[src/swr_pkg.sv]
// Shared constants for the sliding-window RMS core.
`default_nettype none
package swr_pkg;
    localparam int SAMPLE_W = 16;   // Q3.12 sample
    localparam int SQ_W     = 31;   // square of a 16-bit signed value
    localparam int RMS_W    = 16;
    localparam int FILL_W   = 9;
    localparam int ROOT_IN_W = 2 * RMS_W;   // radicand, padded to an even width
    localparam int SREM_W   = RMS_W + 1;    // root remainder, at most 2*root

    localparam logic MODE_PUSH  = 1'b0;
    localparam logic MODE_CLEAR = 1'b1;
endpackage
`default_nettype wire

[src/swr_back.sv]
// Back end: serial divide of sum by count, serial square root, output register.
`default_nettype none
module swr_back #(
    parameter int CW = 9,
    parameter int SW = 39
) (
    input  wire logic                            aclk,
    input  wire logic                            aresetn,
    input  wire logic                            q_nonempty,
    output logic                                 q_pop,
    input  wire logic [SW-1:0]                   q_sum,
    input  wire logic [CW-1:0]                   q_cnt,
    output logic                                 m_valid,
    input  wire logic                            m_ready,
    output logic [swr_pkg::RMS_W-1:0]            m_rms_value,
    output logic [swr_pkg::FILL_W-1:0]           m_fill_level
);
    localparam int IW = $clog2(SW + 1);

    typedef enum logic [3:0] {
        B_IDLE = 4'b0001,
        B_DIV  = 4'b0010,
        B_SQRT = 4'b0100,
        B_OUT  = 4'b1000
    } back_state_t;

    back_state_t                      state_reg;
    logic [IW-1:0]                    iter_reg;
    logic [SW-1:0]                    dq_reg;
    logic [CW-1:0]                    rem_reg, dvs_reg;
    logic                             zero_reg;
    logic [swr_pkg::ROOT_IN_W-1:0]    v_reg;
    logic [swr_pkg::RMS_W-1:0]        root_reg;
    logic [swr_pkg::SREM_W-1:0]       srem_reg;
    logic                             m_valid_reg;
    logic [swr_pkg::RMS_W-1:0]        rms_reg;
    logic [swr_pkg::FILL_W-1:0]       fill_reg;

    logic [CW:0]                      dtrial, ddiff;
    logic                             dbit;
    logic [swr_pkg::SREM_W+1:0]       strial, sdiv, sdiff;
    logic                             sbit, out_free;

    assign dtrial = {rem_reg, dq_reg[SW-1]};
    assign dbit   = (dtrial >= {1'b0, dvs_reg});
    assign ddiff  = dtrial - {1'b0, dvs_reg};

    // radicand digit pair: remainder*4 + next two bits, against 4*root + 1
    assign strial = {srem_reg, v_reg[swr_pkg::ROOT_IN_W-1 -: 2]};
    assign sdiv   = {1'b0, root_reg, 2'b01};
    assign sbit   = (strial >= sdiv);
    assign sdiff  = strial - sdiv;

    assign out_free = !m_valid_reg || m_ready;
    assign q_pop    = (state_reg == B_IDLE) && q_nonempty;

    always_ff @(posedge aclk) begin
        if (!aresetn) begin
            state_reg   <= B_IDLE;
            iter_reg    <= '0;
            m_valid_reg <= 1'b0;
        end else begin
            if ((state_reg == B_OUT) && out_free) begin
                m_valid_reg <= 1'b1;
            end else if (m_ready) begin
                m_valid_reg <= 1'b0;
            end
            unique case (state_reg)
                B_IDLE: begin
                    if (q_nonempty) begin
                        state_reg <= B_DIV;
                        iter_reg  <= '0;
                    end
                end
                B_DIV: begin
                    if (iter_reg == IW'(SW - 1)) begin
                        state_reg <= B_SQRT;
                        iter_reg  <= '0;
                    end else begin
                        iter_reg <= iter_reg + 1'b1;
                    end
                end
                B_SQRT: begin
                    if (iter_reg == IW'(swr_pkg::RMS_W - 1)) begin
                        state_reg <= B_OUT;
                    end else begin
                        iter_reg <= iter_reg + 1'b1;
                    end
                end
                B_OUT: begin
                    if (out_free) begin
                        state_reg <= B_IDLE;
                    end
                end
                default: state_reg <= B_IDLE;
            endcase
        end
    end

    always_ff @(posedge aclk) begin
        case (state_reg)
            B_IDLE: begin
                dq_reg   <= q_sum;
                dvs_reg  <= q_cnt;
                rem_reg  <= '0;
                zero_reg <= (q_cnt == '0);
            end
            B_DIV: begin
                rem_reg <= dbit ? ddiff[CW-1:0] : dtrial[CW-1:0];
                dq_reg  <= {dq_reg[SW-2:0], dbit};
                if (iter_reg == IW'(SW - 1)) begin
                    // mean square never exceeds one full-scale square
                    v_reg    <= {1'b0, dq_reg[swr_pkg::SQ_W-2:0], dbit};
                    root_reg <= '0;
                    srem_reg <= '0;
                end
            end
            B_SQRT: begin
                srem_reg <= sbit ? sdiff[swr_pkg::SREM_W-1:0] : strial[swr_pkg::SREM_W-1:0];
                root_reg <= {root_reg[swr_pkg::RMS_W-2:0], sbit};
                v_reg    <= {v_reg[swr_pkg::ROOT_IN_W-3:0], 2'b00};
            end
            B_OUT: begin
                if (out_free) begin
                    rms_reg  <= zero_reg ? '0 : root_reg;
                    fill_reg <= swr_pkg::FILL_W'(dvs_reg);
                end
            end
            default: ;
        endcase
    end

    assign m_valid      = m_valid_reg;
    assign m_rms_value  = rms_reg;
    assign m_fill_level = fill_reg;
endmodule
`default_nettype wire

[config.mk]
export PLATFORM = sky130hd
export DESIGN_NAME = swr_back
export DESIGN_NICKNAME = d
export VERILOG_FILES = /design/src/swr_pkg.sv /design/src/swr_back.sv
export SDC_FILE = /design/constraint.sdc
export NUM_CORES = 1
export LEC_CHECK = 0
export BUFFER_PORTS_ARGS = -buffer_cell sky130_fd_sc_hd__buf_2
export CAP_MARGIN = 20
export CORE_MARGIN = 5
export CORE_UTILIZATION = 40
export DETAILED_ROUTE_END_ITERATION = 10
export PLACE_DENSITY_LB_ADDON = 0.05
export SLEW_MARGIN = 20
export SYNTH_ARGS = -nofsm -noshare
export SYNTH_HDL_FRONTEND = slang
export SYNTH_SLANG_ARGS = --single-unit
export TNS_END_PERCENT = 50
[constraint.sdc]
create_clock -name aclk -period 4.65 [get_ports aclk]
set_input_delay 0.6975 -clock aclk [delete_from_list [all_inputs] [get_ports aclk]]
set_output_delay 0.6975 -clock aclk [all_outputs]
set_load 0.03 [all_outputs]
==> impl_results.md <==
* Outcome: completed
* Starting density of the core at between 40 and 50%
* Dpl hpwl at 11.2 mm
* Layout Cells excl Fill at ~1.1k
* CTS buffer count at 17
* Avg Cell Area, Syn at approximately 10 µm²
* Global-route wire length before repair at about 27 mm
* Cell variety after synth at 58
* Critical Path RT at roughly 4.8 ns
* Sw frac at 23.9%
* Crit path arrival time at 3.12 ns
* Top_reg_cell synth: edfxtp_1
* Sequential share of the synthesized area at 59.6%
* Final hold violation count at 0
* Vias/cell at approximately 5
* ANT cells at 0
* PD cells at 381 nW/µm²
* Root Buffer: clkbuf_16
* Final core occ at 47.1%
* Final setup vio count at 0
* Syn nets at 827
* Number of max-cap violations at 0
* Critical Path Sink Type: flop
* Worst flop-to-flop path endpoint: srem_reg[4]
* Antenna viol nets, final at 0
* Drt pass-1 iters at 5
* Final Worst Setup Slack at 1.68 ns
* Place WS at 1.69 ns
* Largest register FFs at 39
* CP max FO at 10
* Number of global-route vias before repair at roughly 5.4k
* Yosys reg bits at 159
* CTS tree: yes
* Startpoint class of the critical path: flop
* Most frequent cells in the layout: 223 x nand2_1, 148 x edfxtp_1, 78 x buf_2
* Power share of the combinational group at 9.5%
* Slowest cell on crit path: o21ai_1
* Hold EP: m_fill_level[8]
* Cts hold-fix bufs at 0
* Setup Skew at 0.00678 ns
* Mapped Cells at 745
* Worst-margin pin slew at 0.895 ns
* Worst reg2reg startpoint: srem_reg[2]
* Sink Count at 159
* Overall die width at roughly 150 µm
* Vias post-DR at approximately 5.5k
* CP top delay family: compound AO/OA/AOI/OAI gates
* EDFF count, synth at 148
* Total negative setup slack at 0 ns
* Yosys warnings at 0
* # rows at a little over 50
* H-tree depth at 4
* Port bufs at 78
* Relative slew slack at about two fifths
* Final-report max-slew violation count at 0
* WHS Path Cells at 0
* Die height at 150 µm
* Overflow after GRT at 0
* Die Area at approximately 22000 µm²
* Reg-to-reg slack, setup at around 1.7 ns
* RSZ-0062 raised after global routing: false
* Post-Place Cells at 1069
* CTS Buffer Depth at 2
* Min-delay src: dvs_reg[8]
* Leakage Power at 0.00378 µW
* Peak VDD IR at 0.000235 V
* Cell mode on critical path: o211ai_1
* Layout area overhead at 16.5%
* Drt drc at 0
* Clock power share at between 40 and 50%
* Total GRT Usage at between 10% and 20%
* Avg WL per Cell at between 10 and 15 µm
* Sequential power share at 49.5%
* HP Class: flop to flop
* I/O pins at between 70 and 80
* Final min period at 2.97 ns
* R2R depth at 8
* P_int at 2640 µW
* Initial antenna violation count at 0
* CP bufs+invs at 1
* CP max stage delay at 0.64 ns
* Clock Latency Late Sink at 0.42 ns
* Synth async-reset ratio at 0%
* Largest net degree at the start of global routing at 60
* Period utilization at between 60% and 70%
* Post-CTS Setup Inserts at 0
* Upper clock frequency limit at approximately 340 MHz
* Proportion of layout cells with a drive suffix above 1 at 15.7%
* Crit path cell chain: ha_1 -> o211ai_1 -> o211ai_1 -> a32oi_1 -> o21ai_1 -> buf_4 -> mux2i_1 -> nor2_1
* Switch Pwr at 832 µW
* Most common cell after layout, fill and taps aside: nand2_1
* NumNets Final at 905
* Placer congestion estimate at ~0.84
* Detailed-route wire length at 16.3 mm
* Register clock-pin slew on the reported worst setup and hold paths at 0.06 ns
* Hold_ws at 0.473 ns
* Core Region at 19300 µm²
* DRT iter0 DRCs at 355
* Mapped cell area at 7820 µm²
* Crit path kind: flop to flop
* CTS resizes at 0
metrics by stage:
stage / instance area, µm² / power, µW
floorplan: 7820 / 1970
global placement: 8510 / 2070
detailed placement: 8510 / 2080
CTS: 9100 / 3510
global route: 9110 / 3630
finish: 9110 / 3470
kinds of logic (layout without fill, tap and decap cells):
| family | Yosys count | after routing | share of synthesized area, % |
|---|---|---|---|
| fa+ha+maj | 30 | 30 | 4.90 |
| xor+xnor | 19 | 19 | 2.13 |
| compound gates | 114 | 114 | 9.52 |
| buf+inv | 64 | 155 | 3.23 |
| mux | 10 | 10 | 1.28 |
| flops | 159 | 159 | 59.6 |
| simple gates | 349 | 349 | 19.3 |
power by group through the flow:
stage / clock network (µW) / logic, µW / registers [µW]
finish: 1420 / 329 / 1720
global placement: 0 / 323 / 1750
detailed placement: 0 / 328 / 1750
CTS: 1450 / 331 / 1720
floorplan: 0 / 246 / 1730
global route: 1520 / 373 / 1730
Yosys cell counts, drive strengths merged, types with 10 or more instances:
| cell type | instances | share of area (%) |
|---|---|---|
| a21oi | 31 | 2.0 |
| clkbuf | 22 | 1.1 |
| dfxtp | 11 | 2.8 |
| edfxtp | 148 | 57 |
| ha | 29 | 4.6 |
| inv | 36 | 1.7 |
| mux2i | 10 | 1.3 |
| nand2 | 224 | 11 |
| nand3 | 11 | 0.70 |
| nor2 | 62 | 3.0 |
| o21a | 11 | 1.1 |
| o21ai | 23 | 1.5 |
| xnor2 | 13 | 1.5 |
routing by layer:
metal	share of wire (%)	GRT usage, %	routed length (µm)
met4	1.0	4.39	168
met5	0	0	0
met1	47	20.2	7690
met3	3.5	3.15	567
met2	48	24.7	7890
worst max path at each step:
stage                 startpoint          end  slack (ns)  cells after the start
floorplan           state_reg[2]  root_reg[0]        1.28                      5
CTS                  root_reg[2]  srem_reg[4]        1.66                      9
detailed placement   root_reg[2]  srem_reg[7]        1.69                      9
global route         root_reg[2]  srem_reg[4]        1.36                      9
global placement     srem_reg[2]  srem_reg[2]        1.77                      8
finish               srem_reg[2]  srem_reg[4]        1.68                      8
worst register-to-register path: stages (launching register included):
cell and delay (ns):
edfxtp_1 0.39, ha_1 0.39, o211ai_1 0.13, o211ai_1 0.37, a32oi_1 0.18, o21ai_1 0.64, buf_4 0.34, mux2i_1 0.22
nor2_1 0.05
cell type report:
cell class                 instances  area [µm²]
clock inverter                    14         166
timing repair buffer              87         458
clock buffer                      18         429
tap                              265         332
sequential                       159        4660
multi-input combinational        522        2920
inverter                          36         136
fill                            1880       10200
Power figures use the tool's default switching activity.
