--- src/swr_queue.sv ---
// Two-entry queue between front and back end.
`default_nettype none
module swr_queue #(
    parameter int DW = 48
) (
    input  wire logic          aclk,
    input  wire logic          aresetn,
    input  wire logic          push,
    input  wire logic [DW-1:0] wdata,
    output logic               full,
    input  wire logic          pop,
    output logic               nonempty,
    output logic [DW-1:0]      rdata
);
    logic [DW-1:0] mem [2];
    logic          wr_ptr_reg, rd_ptr_reg;
    logic [1:0]    lvl_reg;

    assign full     = (lvl_reg == 2'd2);
    assign nonempty = (lvl_reg != 2'd0);
    assign rdata    = mem[rd_ptr_reg];

    always_ff @(posedge aclk) begin
        if (push) begin
            mem[wr_ptr_reg] <= wdata;
        end
    end

    always_ff @(posedge aclk) begin
        if (!aresetn) begin
            wr_ptr_reg <= 1'b0;
            rd_ptr_reg <= 1'b0;
            lvl_reg    <= 2'd0;
        end else begin
            if (push) wr_ptr_reg <= ~wr_ptr_reg;
            if (pop)  rd_ptr_reg <= ~rd_ptr_reg;
            lvl_reg <= lvl_reg + {1'b0, push} - {1'b0, pop};
        end
    end
endmodule
`default_nettype wire

--- config.mk ---
export PLATFORM = sky130hd
export DESIGN_NAME = swr_queue
export DESIGN_NICKNAME = d
export VERILOG_FILES = /design/src/swr_queue.sv
export SDC_FILE = /design/constraint.sdc
export NUM_CORES = 1
export LEC_CHECK = 0
export BUFFER_PORTS_ARGS = -buffer_cell sky130_fd_sc_hd__buf_2
export CAP_MARGIN = 40
export CORE_MARGIN = 2
export CORE_UTILIZATION = 41
export DETAILED_ROUTE_END_ITERATION = 12
export PLACE_DENSITY = 0.61
export SLEW_MARGIN = 20
export SYNTH_ARGS = -nofsm -noshare
export SYNTH_HDL_FRONTEND = slang
export SYNTH_SLANG_ARGS = --single-unit
export TNS_END_PERCENT = 30
--- constraint.sdc ---
create_clock -name aclk -period 5.8 [get_ports aclk]
set_input_delay 1.16 -clock aclk [delete_from_list [all_inputs] [get_ports aclk]]
set_output_delay 1.16 -clock aclk [all_outputs]
set_load 0.05 [all_outputs]
==> results of run 1 <==
==> placed cells by master (no fill, tap or decap), drive strengths merged <==
cell type	netlist	layout
nor2b	4	4
xnor3	1	1
buf	5	104
o21a	1	1
dfxtp	5	5
inv	2	2
clkinvlp	0	2
diode	0	1
clkinv	0	2
ha	2	2
xor2	1	1
bufinv	0	2
mux2	48	48
clkbuf	0	10
or2	1	1
and2	4	4
edfxtp	96	96
==> cells by family after synthesis <==
family          Yosys count  synth area share
compound gates            1           0.00199
simple gates              9            0.0149
fa+ha+maj                 2           0.00664
xor+xnor                  2           0.00830
buf+inv                   7            0.0136
flops                   101             0.791
mux                      48             0.163
==> report_power, final <==
group / internal [mW] / switching (mW)
logic: 0.0951 / 0.198
registers: 0.841 / 0.0177
clock network: 0.242 / 0.224
==> worst max-delay path, cell delays in order, from the launching register on <==
cell	delay, ns
dfxtp_2	0.79
buf_4	0.48
mux2_2	0.39
buf_2	0.21
==> synthesized netlist by cell type (all sizes together) <==
| master | instances | area (um^2) |
|---|---|---|
| and2 | 4 | 25.0 |
| buf | 5 | 43.8 |
| dfxtp | 5 | 100 |
| edfxtp | 96 | 2880 |
| ha | 2 | 25.0 |
| inv | 2 | 7.51 |
| mux2 | 48 | 616 |
| nor2b | 4 | 25.0 |
| o21a | 1 | 7.51 |
| or2 | 1 | 6.26 |
| xnor3 | 1 | 22.5 |
| xor2 | 1 | 8.76 |
==> cell type report <==
cell class              count  share of cell area
diodes                      1            0.000542
clock inverters             6              0.0190
inverters                   2             0.00163
well taps                 108              0.0293
flip-flops and latches    101               0.646
clock buffers              10              0.0276
repair buffers            104               0.114
multi-input cells          62               0.161
==> metal layers <==
metal	routed length [um]	up-vias	part of all wire
met5	0	-	0
met1	2760	895	0.44
met4	82	0	0.013
met3	472	7	0.076
li1	-	883	-
met2	2920	67	0.47
==> final timing paths <==
| kind | start | endpoint | slack (ns) | cells past startpoint |
|---|---|---|---|---|
| worst min-delay path | rd_ptr_reg$_SDFFE_PN0P_ | flip-flop | 0.58 | 2 |
| worst min register to register | rd_ptr_reg$_SDFFE_PN0P_ | flip-flop | 0.58 | 2 |
| worst max-delay path | flip-flop | rdata[11] | 2.41 | 3 |
| worst max register to register | wr_ptr_reg$_SDFFE_PN0P_ | mem[0][36]$_DFFE_PP_ | 4.09 | 2 |
==> impl_metrics.json, run 1 <==
{
  "status": "finished, final reports clean",
  "hold_viol_final": 0,
  "crit_fanout": 25,
  "rows": 34,
  "syn_area_um2": 3770,
  "dieArea_um2": 9980,
  "yosysUniqueCellTypes": 14,
  "clk_pin_slew_ns": 0.09,
  "use_met3": 0.0515,
  "utilization": 0.524,
  "layout_setup_ws_ns": 2.41,
  "grt_max_degree": 31,
  "tns_ns": 0,
  "crit_arrival_ns": 2.23,
  "cts-htree-levels": 3,
  "hold_path_class": "reg2reg",
  "use_met2": 0.201,
  "wl_mm": 6.24,
  "placedCellCount": 377,
  "rsz0062_at_grt": "no",
  "postPlaceCellArea_um2": 4400,
  "finalSetupViolations": 0,
  "start_kind": "flip-flop",
  "drive_above_1_share": 0.596,
  "drc": 0,
  "ant_nets": 0,
  "grt.busiest_layer": "met2",
  "io-pin-count": 102,
  "slew_headroom": 0.539,
  "ctsHoldBuffers": 0,
  "core_area_um2": 8810,
  "synth_cells": 170,
  "clock_skew_ns": 0.0103,
  "post_cts_buffers": 0,
  "vias_per_cell": 4.70,
  "largest_reg_flops": 96,
  "fin_crit_ns": 3.39,
  "cellLeakagePower_nw": 1.79,
  "grt_pass1_vias": 1958,
  "clock-sinks": 101,
  "cts_tree": "yes",
  "grt_pass1_wl_mm": 9.60,
  "use_met1": 0.166,
  "num_vias": 1852,
  "finalMaxSlewViolations": 0,
  "gp_congestion": 0.665,
  "nFillCells": 744,
  "yosys_warnings": 0,
  "drtIter0Drc": 35,
  "antenna_found_initial": 1,
  "first_pass_iters": 4,
  "syn-num-nets": 224,
  "avgRoutedWirePerCell_um": 15.8,
  "final_cells": 394,
  "end_kind": "output pin",
  "worstSkewPairLatency_ns": 0.35,
  "cts-root-buf": "clkbuf_8",
  "whs_ns": 0.585,
  "nets": 334,
  "die_h_um": 99.9,
  "power_mw": 1.62,
  "grt-ovfl-total": 0,
  "numCtsBuffers": 9,
  "fmax_mhz": 295,
  "critPathKind": "reg2out",
  "start_util": 0.428,
  "fp.dieW_um": 99.9,
  "irDropWorstVdd_mv": 0.170,
  "syn_to_final_growth_pct": 22.5,
  "design_area_um2": 4620,
  "syn_avg_cell_area_um2": 22.2,
  "maxCapViolCount": 0,
  "regArea_um2": 2980,
  "post-dp-hpwl_mm": 4.21,
  "numPortBuffers": 101,
  "clock_path_buffers": 2,
  "multi_input_area_um2": 744,
  "tightestPinTransition_ns": 0.692,
  "p_per_area_nw_per_um2": 351,
  "grt_usage": 0.130,
  "place_ws_ns": 2.74,
  "seq_area_frac_synth": 0.791,
  "period_share": 0.585,
  "ys_ff_latch": 101,
  "crit_required_ns": 4.64,
  "cts_resized": 0
}
Power figures use the tool's default switching activity.
==> run 2: changes to the inputs <==
==> constraint.sdc (replaced) <==
create_clock -name aclk -period 3.2 [get_ports aclk]
set_input_delay 0.64 -clock aclk [delete_from_list [all_inputs] [get_ports aclk]]
set_output_delay 0.64 -clock aclk [all_outputs]
set_load 0.05 [all_outputs]
==> run 2 against run 1 <==
Global-route usage shrank 0.45 points. Critical endpoint is now rdata[22]. Largest cell class unchanged. Setup slack lost 1.8 ns. Die area is the same. Clock-buffer cell count is the same. Hold slack lost 0.12 ns. Register-to-register slack lost 2.4 ns. Design area grew 0.70%. Non-clock buffer count is the same.
==> impl_metrics.json, run 2 (same netlist as run 1, synthesis figures left out) <==
{
  "power_mw": 2.93,
  "end_kind": "output pin",
  "clock-sinks": 101,
  "path_buf_inv": 2,
  "fin_crit_ns": 2.59,
  "grt_pass1_wl_mm": 9.40,
  "syn_to_final_growth_pct": 23.3,
  "dieArea_um2": 9980,
  "post_cts_buffers": 0,
  "finalSetupViolations": 0,
  "hold-path-endpoint": "mem[1][21]$_DFFE_PP_",
  "clk_pin_slew_ns": 0.10,
  "numPortBuffers": 101,
  "place_ws_ns": 0.996,
  "start_kind": "flip-flop",
  "irDropWorstVdd_mv": 0.307,
  "p_per_area_nw_per_um2": 631,
  "critPathKind": "reg2out",
  "drive_above_1_share": 0.604,
  "rsz0062_at_grt": "no",
  "gp_congestion": 0.657,
  "finalMaxSlewViolations": 0,
  "hold_viol_final": 0,
  "core_area_um2": 8810,
  "crit_arrival_ns": 1.95,
  "worstSkewPairLatency_ns": 0.35,
  "reg2reg_depth": 2,
  "avgRoutedWirePerCell_um": 15.5,
  "r2r_slack_ns": 1.65,
  "cts_tree": "yes",
  "wl_mm": 6.08,
  "die_h_um": 99.9,
  "max_stage_delay_ns": 0.67,
  "reg2reg_from": "wr_ptr_reg$_SDFFE_PN0P_",
  "io-pin-count": 102,
  "whs_ns": 0.465,
  "ant_nets": 0,
  "path_cells": "buf_12 > mux2_2 > buf_2",
  "hold_path_class": "in2reg",
  "first_pass_iters": 4,
  "ctsHoldBuffers": 0,
  "maxCapViolCount": 0,
  "r2r-end": "mem[1][5]$_DFFE_PP_",
  "slew_headroom": 0.491,
  "nets": 334,
  "hp-start": "wdata[21]",
  "crit_fanout": 33,
  "drtIter0Drc": 66,
  "tns_ns": 0,
  "status": "finished, final reports clean",
  "diodes": 0,
  "vias_per_cell": 4.71,
  "whs_path_depth": 1,
  "grt_pass1_vias": 1926,
  "largest_reg_flops": 96,
  "crit_required_ns": 2.56,
  "post-dp-hpwl_mm": 4.00,
  "antenna_found_initial": 0,
  "cp_slowest_cell": "dfxtp_2",
  "cts_resized": 0,
  "grt-ovfl-total": 0,
  "cellLeakagePower_nw": 1.80,
  "drc": 0,
  "utilization": 0.528,
  "cts-htree-levels": 3,
  "start_util": 0.428,
  "numCtsBuffers": 9,
  "fmax_mhz": 387,
  "clock_path_buffers": 2,
  "cts-root-buf": "clkbuf_8",
  "layout_common_cells": "101 x buf_2, 96 x edfxtp_1, 28 x mux2_2",
  "crit_family": "flip-flops",
  "grt_usage": 0.125,
  "final_common_cell": "buf_2",
  "num_vias": 1850,
  "clock_skew_ns": 0.0112,
  "nFillCells": 744,
  "fp.dieW_um": 99.9,
  "rows": 34,
  "layout_setup_ws_ns": 0.613,
  "tightestPinTransition_ns": 0.762,
  "grt_max_degree": 34,
  "period_share": 0.809
}
[run 2: cell count changes in the layout (fill, tap and decap cells not counted), sizes merged]
| cell | change |
|---|---|
| diode | -1 |
| inv | +4 |
| clkinv | -2 |
| clkinvlp | -1 |
| bufinv | -1 |
[run 2: cell type report]
class	count	area [um^2]	area share
tap	108	135	0.0291
clock inverter	6	75.1	0.0161
sequential	101	2980	0.642
multi-input combinational	62	744	0.160
clock buffer	10	138	0.0296
inverter	2	7.51	0.00161
timing repair buffer	104	566	0.122
[run 2: layer usage]
layer  vias to the layer above  share of wire  track usage
met5                         -              0            0
met4                         0          0.011       0.0569
met3                         6          0.075       0.0460
met2                        70           0.49        0.200
met1                       895           0.43        0.154
li1                        879              -            -
[run 2: per-stage QoR]
stage,instances,instance area [um^2]
floorplan,170,3770
global placement,377,4440
detailed placement,377,4440
CTS,393,4650
global route,393,4650
finish,393,4650
[run 2: worst max path at each step]
stage	slack [ns]	cells after the start	startpoint	endpoint
after CTS	0.58	3	flip-flop	rdata[22]
final	0.61	3	flip-flop	rdata[22]
after global placement	0.99	3	flip-flop	rdata[16]
after floorplan	0.85	1	push	mem[0][0]$_DFFE_PP_
after global routing	0.50	3	flip-flop	rdata[12]
after detailed placement	1.0	3	flip-flop	rdata[22]
[run 2: report_power, final]
| group | switching, mW | internal [mW] |
|---|---|---|
| Combinational | 0.361 | 0.179 |
| Sequential | 0.0285 | 1.53 |
| Clock | 0.443 | 0.397 |
| Total | 0.833 | 2.10 |
==> run 3: changes to the inputs <==
--- a/config.mk
+++ b/config.mk
@@ -10,7 +10,7 @@
 export CORE_MARGIN = 2
 export CORE_UTILIZATION = 41
 export DETAILED_ROUTE_END_ITERATION = 12
-export PLACE_DENSITY = 0.61
+export PLACE_DENSITY = 0.63
 export SLEW_MARGIN = 20
 export SYNTH_ARGS = -nofsm -noshare
 export SYNTH_HDL_FRONTEND = slang
==> constraint.sdc (replaced) <==
create_clock -name aclk -period 2.21 [get_ports aclk]
set_input_delay 0.442 -clock aclk [delete_from_list [all_inputs] [get_ports aclk]]
set_output_delay 0.442 -clock aclk [all_outputs]
set_load 0.05 [all_outputs]
==> run 3 against run 2 <==
Via count is 0.70% higher. Combinational power grew 48%. Die area is the same. Setup slack got worse by 0.49 ns. Sequential cell count did not move. Critical path depth unchanged. Clock-buffer cell count is 1 higher. Utilization barely moved. Sequential share of layout area decreased by 0.052 points. Non-clock buffer count rose by 3. Largest cell class unchanged.
==> impl_metrics.json, run 3 (same netlist as run 1, synthesis figures left out) <==
{
  "drive_above_1_share": 0.601,
  "grt_pass1_vias": 1871,
  "postPlaceCellArea_um2": 4430,
  "period_share": 0.946,
  "finalSetupViolations": 0,
  "cellLeakagePower_nw": 1.81,
  "post-dp-hpwl_mm": 4.16,
  "cts_tree": "yes",
  "p_per_area_nw_per_um2": 917,
  "crit_fanout": 19,
  "slew_headroom": 0.719,
  "worstSkewPairLatency_ns": 0.35,
  "core_area_um2": 8810,
  "maxCapViolCount": 0,
  "fmax_mhz": 478,
  "critPathKind": "reg2out",
  "clock_skew_ns": 0.0117,
  "post_cts_buffers": 0,
  "die_h_um": 99.9,
  "avgRoutedWirePerCell_um": 15.8,
  "dieArea_um2": 9980,
  "status": "finished, final reports clean",
  "drc": 0,
  "syn_to_final_growth_pct": 23.4,
  "cts_resized": 0,
  "layout_common_cells": "101 x buf_2, 96 x edfxtp_1, 28 x mux2_2",
  "hold_path_class": "in2reg",
  "grt_max_degree": 30,
  "clk_pin_slew_ns": 0.10,
  "num_vias": 1863,
  "layout_setup_ws_ns": 0.118,
  "largest_reg_flops": 96,
  "wl_mm": 6.26,
  "clock_path_buffers": 2,
  "utilization": 0.528,
  "clock-sinks": 101,
  "nets": 337,
  "whs_ns": 0.275,
  "grt-ovfl-total": 0,
  "antenna_found_initial": 1,
  "nFillCells": 721,
  "gp_congestion": 0.655,
  "grt_usage": 0.128,
  "vias_per_cell": 4.69,
  "hold_viol_final": 0,
  "place_ws_ns": 0.501,
  "io-pin-count": 102,
  "tns_ns": 0,
  "tightestPinTransition_ns": 0.421,
  "numPortBuffers": 101,
  "start_kind": "flip-flop",
  "final_common_cell": "buf_2",
  "design_area_um2": 4650,
  "start_util": 0.428,
  "drtIter0Drc": 45,
  "fp.dieW_um": 99.9,
  "fin_crit_ns": 2.09,
  "cts-htree-levels": 3,
  "irDropWorstVdd_mv": 0.496,
  "rsz0062_at_grt": "no",
  "rows": 34,
  "crit_arrival_ns": 1.65,
  "numCtsBuffers": 9,
  "ctsHoldBuffers": 0,
  "crit_required_ns": 1.77,
  "end_kind": "output pin",
  "multi_input_area_um2": 744,
  "cts-root-buf": "clkbuf_8",
  "regArea_um2": 2980,
  "first_pass_iters": 5,
  "finalMaxSlewViolations": 0,
  "grt_pass1_wl_mm": 9.49,
  "ant_nets": 0
}
run 3: worst max-delay path: stages, from the launching register on:
cell	delay, ns
dfxtp_2	0.36
buf_4	0.33
mux2_2	0.39
buf_2	0.21
run 3: area by class of cell:
class	instances	area share
multi-input combinational	62	0.160
clock buffer	11	0.0282
antenna	1	0.000538
clock inverter	5	0.0183
tap	108	0.0290
sequential	101	0.641
timing repair buffer	107	0.121
inverter	2	0.00161
run 3: path summary, 6_finish.rpt:
kind,startpoint,endpoint,slack [ns],cells after the start
worst max register to register,wr_ptr_reg$_SDFFE_PN0P_,mem[1][2]$_DFFE_PP_,0.95,2
worst min-delay path,wdata[12],mem[0][12]$_DFFE_PP_,0.28,1
worst max-delay path,flip-flop,rdata[3],0.12,3
worst min register to register,rd_ptr_reg$_SDFFE_PN0P_,rd_ptr_reg$_SDFFE_PN0P_,0.60,2
run 3: through the flow:
| stage | instances | power, mW |
|---|---|---|
| global placement | 380 | 3.08 |
| detailed placement | 380 | 3.09 |
| CTS | 396 | 4.33 |
| floorplan | 170 | 2.90 |
| global route | 396 | 4.45 |
| finish | 397 | 4.27 |
run 3: per-layer routing:
metal,wire (um),GRT usage,vias to the layer above
li1,-,-,890
met1,2760,0.164,889
met4,63,0.0537,0
met5,0,0,-
met2,2820,0.189,76
met3,619,0.0606,8
run 3: report_power, final:
part / internal, mW / switching (mW)
combinational: 0.259 / 0.539
sequential: 2.21 / 0.0279
clock: 0.643 / 0.590
total: 3.11 / 1.16
